[src/rtl/slc_pkg.sv]
// types and constants of the sample logic comparator
package slc_pkg;

	localparam int unsigned SampleWidth = 32;
	localparam int unsigned CfgDataWidth = 32;
	localparam int unsigned CfgIdxWidth = 3;

	typedef enum logic [3:0] {
		OP_THRESHOLD  = 4'd0,
		OP_HYSTERESIS = 4'd1,
		OP_EDGE       = 4'd2,
		OP_AND        = 4'd3,
		OP_OR         = 4'd4,
		OP_XOR        = 4'd5,
		OP_NOT        = 4'd6,
		OP_NAND       = 4'd7,
		OP_NOR        = 4'd8
	} op_t;

	typedef enum logic [1:0] {
		EDGE_RISE = 2'd0,
		EDGE_FALL = 2'd1,
		EDGE_BOTH = 2'd2
	} edge_kind_t;

	typedef enum logic [CfgIdxWidth-1:0] {
		REG_OPERATOR_SEL    = 3'd0,
		REG_THRESHOLD_LEVEL = 3'd1,
		REG_LOW_LEVEL       = 3'd2,
		REG_HIGH_LEVEL      = 3'd3,
		REG_EDGE_KIND       = 3'd4
	} cfg_reg_t;

	localparam logic signed [SampleWidth-1:0] ThresholdReset = 32'sd32768;
	localparam logic signed [SampleWidth-1:0] LowReset = 32'sd29491;
	localparam logic signed [SampleWidth-1:0] HighReset = 32'sd32768;

endpackage

[src/rtl/sample_logic_comparator.sv]
// sample_logic_comparator: each sample goes through the input and result registers
// throughput one sample per cycle while the output is not stalled: an input register feeds
// one level of compare logic and a result register; the next sample enters while a result
// waits to be taken; async reset clears valids, hysteresis bit, prior sample and prior output,
// and loads the register defaults (threshold 0.5, low 0.45, high 0.5, both edges, threshold op)
module sample_logic_comparator
	import slc_pkg::*;
(
	input  logic                          clk,
	input  logic                          arst_n,
	input  logic                          cfg_we,
	input  logic [CfgIdxWidth-1:0]        cfg_idx,
	input  logic [CfgDataWidth-1:0]       cfg_data,
	input  logic                          in_valid,
	output logic                          in_stall,
	input  logic signed [SampleWidth-1:0] sample,
	output logic                          out_valid,
	input  logic                          out_stall,
	output logic                          logic_out,
	output logic                          changed,
	output logic                          became_true,
	output logic                          became_false
);

	logic [3:0]                    operator_sel_q;
	logic signed [SampleWidth-1:0] threshold_level_q;
	logic signed [SampleWidth-1:0] low_level_q;
	logic signed [SampleWidth-1:0] high_level_q;
	logic [1:0]                    edge_kind_q;

	logic                          valid_s1;
	logic signed [SampleWidth-1:0] sample_s1;

	logic                          hyst_q;
	logic signed [SampleWidth-1:0] prior_sample_q;
	logic                          prior_out_q;

	logic                          out_valid_q;
	logic                          logic_out_q;
	logic                          changed_q;
	logic                          became_true_q;
	logic                          became_false_q;

	logic out_busy;
	logic load_s1;
	logic advance;
	logic cur;
	logic was;
	logic hyst_next;
	logic res;
	logic chg;

	always_ff @(posedge clk or negedge arst_n) begin
		if (!arst_n) begin
			operator_sel_q    <= OP_THRESHOLD;
			threshold_level_q <= ThresholdReset;
			low_level_q       <= LowReset;
			high_level_q      <= HighReset;
			edge_kind_q       <= EDGE_BOTH;
		end else if (cfg_we) begin
			case (cfg_idx)
				REG_OPERATOR_SEL:    operator_sel_q <= cfg_data[3:0];
				REG_THRESHOLD_LEVEL: threshold_level_q <= cfg_data;
				REG_LOW_LEVEL:       low_level_q <= cfg_data;
				REG_HIGH_LEVEL:      high_level_q <= cfg_data;
				REG_EDGE_KIND:       edge_kind_q <= cfg_data[1:0];
				default: ;
			endcase
		end
	end

	assign out_busy = out_valid_q && out_stall;
	assign in_stall = valid_s1 && out_busy;
	assign load_s1  = in_valid && !in_stall;
	assign advance  = valid_s1 && !out_busy;

	always_ff @(posedge clk or negedge arst_n) begin
		if (!arst_n) begin
			valid_s1 <= 1'b0;
		end else if (load_s1) begin
			valid_s1 <= 1'b1;
		end else if (advance) begin
			valid_s1 <= 1'b0;
		end
	end

	always_ff @(posedge clk) begin
		if (load_s1) begin
			sample_s1 <= sample;
		end
	end

	always_comb begin
		cur       = sample_s1 > threshold_level_q;
		was       = prior_sample_q > threshold_level_q;
		hyst_next = hyst_q;
		res       = cur;
		case (operator_sel_q)
			OP_HYSTERESIS: begin
				if (sample_s1 > high_level_q) begin
					hyst_next = 1'b1;
				end else if (sample_s1 < low_level_q) begin
					hyst_next = 1'b0;
				end
				res = hyst_next;
			end
			OP_EDGE: begin
				res = 1'b0;
				if (cur != was) begin
					case (edge_kind_q)
						EDGE_RISE: res = cur;
						EDGE_FALL: res = !cur;
						default:   res = 1'b1;
					endcase
				end
			end
			OP_AND:  res = cur && prior_out_q;
			OP_OR:   res = cur || prior_out_q;
			OP_XOR:  res = cur ^ prior_out_q;
			OP_NOT:  res = !cur;
			OP_NAND: res = !(cur && prior_out_q);
			OP_NOR:  res = !(cur || prior_out_q);
			default: res = cur;
		endcase
		chg = res ^ prior_out_q;
	end

	always_ff @(posedge clk or negedge arst_n) begin
		if (!arst_n) begin
			hyst_q         <= 1'b0;
			prior_sample_q <= '0;
			prior_out_q    <= 1'b0;
		end else if (advance) begin
			hyst_q         <= hyst_next;
			prior_sample_q <= sample_s1;
			prior_out_q    <= res;
		end
	end

	always_ff @(posedge clk or negedge arst_n) begin
		if (!arst_n) begin
			out_valid_q <= 1'b0;
		end else if (!out_busy) begin
			out_valid_q <= valid_s1;
		end
	end

	// result register, loaded on each transfer out of the input stage
	always_ff @(posedge clk) begin
		if (advance) begin
			logic_out_q    <= res;
			changed_q      <= chg;
			became_true_q  <= chg && res;
			became_false_q <= chg && !res;
		end
	end

	assign out_valid    = out_valid_q;
	assign logic_out    = logic_out_q;
	assign changed      = changed_q;
	assign became_true  = became_true_q;
	assign became_false = became_false_q;

endmodule

[config.mk]
export PLATFORM = sky130hd
export DESIGN_NAME = sample_logic_comparator
export DESIGN_NICKNAME = d
export VERILOG_FILES = /design/src/rtl/slc_pkg.sv /design/src/rtl/sample_logic_comparator.sv
export SDC_FILE = /design/constraint.sdc
export NUM_CORES = 1
export LEC_CHECK = 0
export BUFFER_PORTS_ARGS = -buffer_cell sky130_fd_sc_hd__clkbuf_2
export CELL_PAD_IN_SITES_DETAIL_PLACEMENT = 1
export CELL_PAD_IN_SITES_GLOBAL_PLACEMENT = 1
export CORE_MARGIN = 2
export CORE_UTILIZATION = 30
export DETAILED_ROUTE_END_ITERATION = 8
export GPL_ROUTABILITY_DRIVEN = 0
export PLACE_DENSITY = 0.63
export SLEW_MARGIN = 20
export SYNTH_ARGS = -nofsm -noshare
export SYNTH_HDL_FRONTEND = slang
export SYNTH_SLANG_ARGS = --single-unit
[constraint.sdc]
create_clock -name clk -period 8.9 [get_ports clk]
set_input_delay 0 -clock clk [delete_from_list [all_inputs] [get_ports clk]]
set_output_delay 0 -clock clk [all_outputs]
set_load 0.01 [all_outputs]
==> flow_metrics.py <==
metrics = {
    "status": {
        "status": "complete, no violations",
    },
    "clock_network": {
        "post_cts_buffers": 0,
        "cts-root-buf": "clkbuf_16",
        "cts.clk_slew.worst_paths_ns": 0.07,
        "clockBufferDepth": 2,
        "cts_sinks": 174,
        "hold_buffers": 68,
        "cts-htree-levels": 4,
        "clkLatencyLatePin_ns": 0.44,
        "cts_resized": 0,
        "cts_tree": "built",
        "cts_buffers": 17,
    },
    "yosys": {
        "synth_area_per_cell_um2": 10.8,
        "synth_flop_cell": "dfrtp_1",
        "synth.distinct_cells": 54,
        "ys_async_sr_fraction": 0.793,
        "syn-instance-count": 880,
        "synth_common_cells": "ha_1, dfrtp_1, inv_1",
        "synth_xor_xnor_area_share": 0.00367,
        "synthAdderAreaFrac": 0.172,
        "synth_top_cell_by_area": "dfrtp_1",
        "yosysSeqAreaShare": 0.477,
        "yosys_warnings": 0,
        "synthTopCellsByArea": "dfrtp_1, ha_1, edfxtp_1",
        "synth_enable_flop_cells": 36,
        "synth_nets": 1083,
        "synthMuxAreaShare": 0.0861,
        "synth-simple-area-share": 0.100,
        "synth_top_family_by_area": "adder cells",
        "synth_area_um2": 9540,
        "yosysTopAreaCellShare": 0.331,
        "ys_seq_elements": 174,
        "yosysMostFrequentCell": "ha_1",
        "synth_compound_area_frac": 0.112,
    },
    "timing": {
        "finalSetupViolations": 0,
        "hold_viol": 0,
        "tns_ns": 0,
        "max_freq_mhz": 224,
        "fin_crit_ns": 4.47,
        "rsz0062_at_grt": "no",
        "tightestPinTransition_ns": 0.986,
        "drv_slew": 0,
        "clock_skew_ns": 0.0103,
        "relSlewSlack": 0.343,
        "period_share": 0.502,
    },
    "finish": {
        "nets": 1231,
        "fill_cells": 3506,
        "syn_to_final_growth_pct": 22.9,
        "fin_cells": 1443,
        "drive_above_1_share": 0.201,
        "diodes": 0,
    },
    "setup_path": {
        "worstSetupEndpoint": "changed$_DFFE_PP_",
        "critical_path.startpoint_type": "flop",
        "arrival_ns": 4.68,
        "startpoint": "sample_s1[31]$_DFFE_PP_",
        "ff2ff_path_depth": 19,
        "cp.required_ns": 9.11,
        "r2r_slack_ns": 4.43,
        "reg2reg_from": "sample_s1[31]$_DFFE_PP_",
        "end_kind": "flop",
        "crit_type": "flop to flop",
        "r2r-end": "changed$_DFFE_PP_",
        "cp_max_fo": 7,
    },
    "pwr": {
        "power.share.sequential": 0.408,
        "p_int_w": 0.00177,
        "swShare": 0.314,
        "p_per_area_nw_per_um2": 220,
        "combPwrFrac": 0.277,
        "power.total_w": 0.00258,
        "p_leak_nw": 5.25,
        "p_clk_frac": 0.315,
        "switchingPower_w": 0.000811,
        "worst_ir_drop_vdd_uv": 128,
    },
    "min_path": {
        "hp-class": "input pin to flop",
        "hp-start": "cfg_idx[2]",
    },
    "place": {
        "port_buffers": 77,
        "dpl.hpwl_mm": 17.6,
        "dpl.cell_count": 1343,
    },
    "floorplan": {
        "die_w_um": 182,
        "die_h_um": 182,
        "coreArea_um2": 31400,
        "rows": 65,
        "die_area_um2": 33200,
        "initial_core_util": 0.304,
        "ios": 78,
    },
    "routing": {
        "routed-via-count": 7017,
        "ant_nets": 0,
        "firstDrtPassIters": 4,
        "viasPerCell": 4.86,
        "drc": 0,
        "routed_wl_mm": 24.4,
        "wl_per_cell_um": 16.9,
        "drt-initial-drc-count": 214,
    },
    "global_route": {
        "grt_overflow_total": 0,
        "antenna_found_initial": 0,
        "grt_use_total": 0.156,
        "grt_max_degree": 82,
        "grt_pass1_wl_mm": 40.3,
        "grt_pass1_vias": 7637,
    },
    "flow_run": {
        "maxCapViolations": 0,
    },
}
## power by group through the flow
stage / Sequential, W / Clock [W] / Combinational, W
after floorplan: 0.00104 / 0 / 0.000489
after global placement: 0.00106 / 0 / 0.000681
after detailed placement: 0.00107 / 0 / 0.000699
after CTS: 0.00105 / 0.000837 / 0.000732
after global routing: 0.00107 / 0.000864 / 0.000836
final: 0.00105 / 0.000813 / 0.000716
## worst min-delay path by stage
stage	slack, ns	endpoint	cells past startpoint
global placement	0.12	high_level_q[30]$_DFFE_PN0P_	1
CTS	0.01	edge_kind_q[0]$_DFFE_PN0P_	4
finish	0.04	edge_kind_q[0]$_DFFE_PN0P_	4
detailed placement	0.13	low_level_q[29]$_DFFE_PN0P_	1
floorplan	-0.30	edge_kind_q[0]$_DFFE_PN0P_	0
global route	0.06	edge_kind_q[1]$_DFFE_PN1P_	3
## layout make-up
class                           count  area (µm²)  share of cell area
Clock buffer                       20         447              0.0381
Sequential cell                   174        4550               0.388
Tap cell                          402         503              0.0429
Inverter                          103         387              0.0330
Multi-Input combinational cell    582        4540               0.387
Timing Repair Buffer              150        1110              0.0947
Clock inverter                     12         185              0.0158
## layer usage
metal | track usage | vias to the layer above | wire length (µm)
met4 | 0.0458 | 0 | 346
met3 | 0.0257 | 20 | 525
met1 | 0.198 | 3490 | 11400
met5 | 0 | - | 0
li1 | - | 3431 | -
met2 | 0.274 | 76 | 12100
## stage by stage
step	utilization	setup WS (ns)	cell area [µm²]	hold WS (ns)
after floorplan	-	4.88	9540	-0.296
after global placement	0.331	4.49	10400	0.121
after detailed placement	0.331	4.39	10400	0.132
after CTS	0.373	4.38	11700	0.0114
after global routing	0.373	3.93	11700	0.0557
final	0.373	4.43	11700	0.0355
## critical path: stages (launching register included)
cell	delay, ns
edfxtp_1	0.46
ha_1	0.42
nand4_1	0.19
nor3_1	0.08
a221oi_1	0.23
o21ai_1	0.20
or4_1	0.61
nand2_4	0.14
inv_1	0.06
ha_1	0.26
a31oi_1	0.14
nor2_1	0.05
a311oi_1	0.26
a31oi_1	0.07
a31oi_1	0.16
nand3_1	0.17
o21a_1	0.23
o22a_2	0.21
ha_1	0.27
inv_1	0.04
## cell usage in the layout, fill, tap and decap left out, types with 3 or more instances in the layout
master and instances:
o21ai_0 84, a221oi_1 4, dfrtp_1 126, o211ai_1 7, nand4_1 26, nor4_1 6, nor2b_1 5, mux2_2 72
edfxtp_1 36, nor4b_1 3, nand2_1 97, nor2_1 6, ha_1 131, nand3_1 13, a31oi_1 5, clkbuf_2 76
clkbuf_16 17, or4_1 3, and4_1 4, clkinvlp_4 4, buf_4 5, dfstp_2 12, bufinv_16 4, nor3_1 9
a21o_1 9, dlygate4sd3_1 68, inv_1 103, a21oi_1 56, nand2b_1 4
## cell families after synthesis
kind of cell	after synthesis
adders and majority gates	131
DFF	174
buffers and inverters	124
and+or+nand+nor	190
AOI/OAI and AO/OA	184
xor gates and xnor gates	4
muxes	73
## state kept, by name, indices dropped and copies added (netlist names)
register,flops
prior_sample_q,32
operator_sel_q,4
became_false,1
low_level_q,32
logic_out,1
hyst_q,1
out_valid,1
threshold_level_q,32
sample_s1,32
high_level_q,32
prior_out_q,1
valid_s1,1
edge_kind_q,2
became_true,1
changed,1
(Power assumes the default switching activity.)
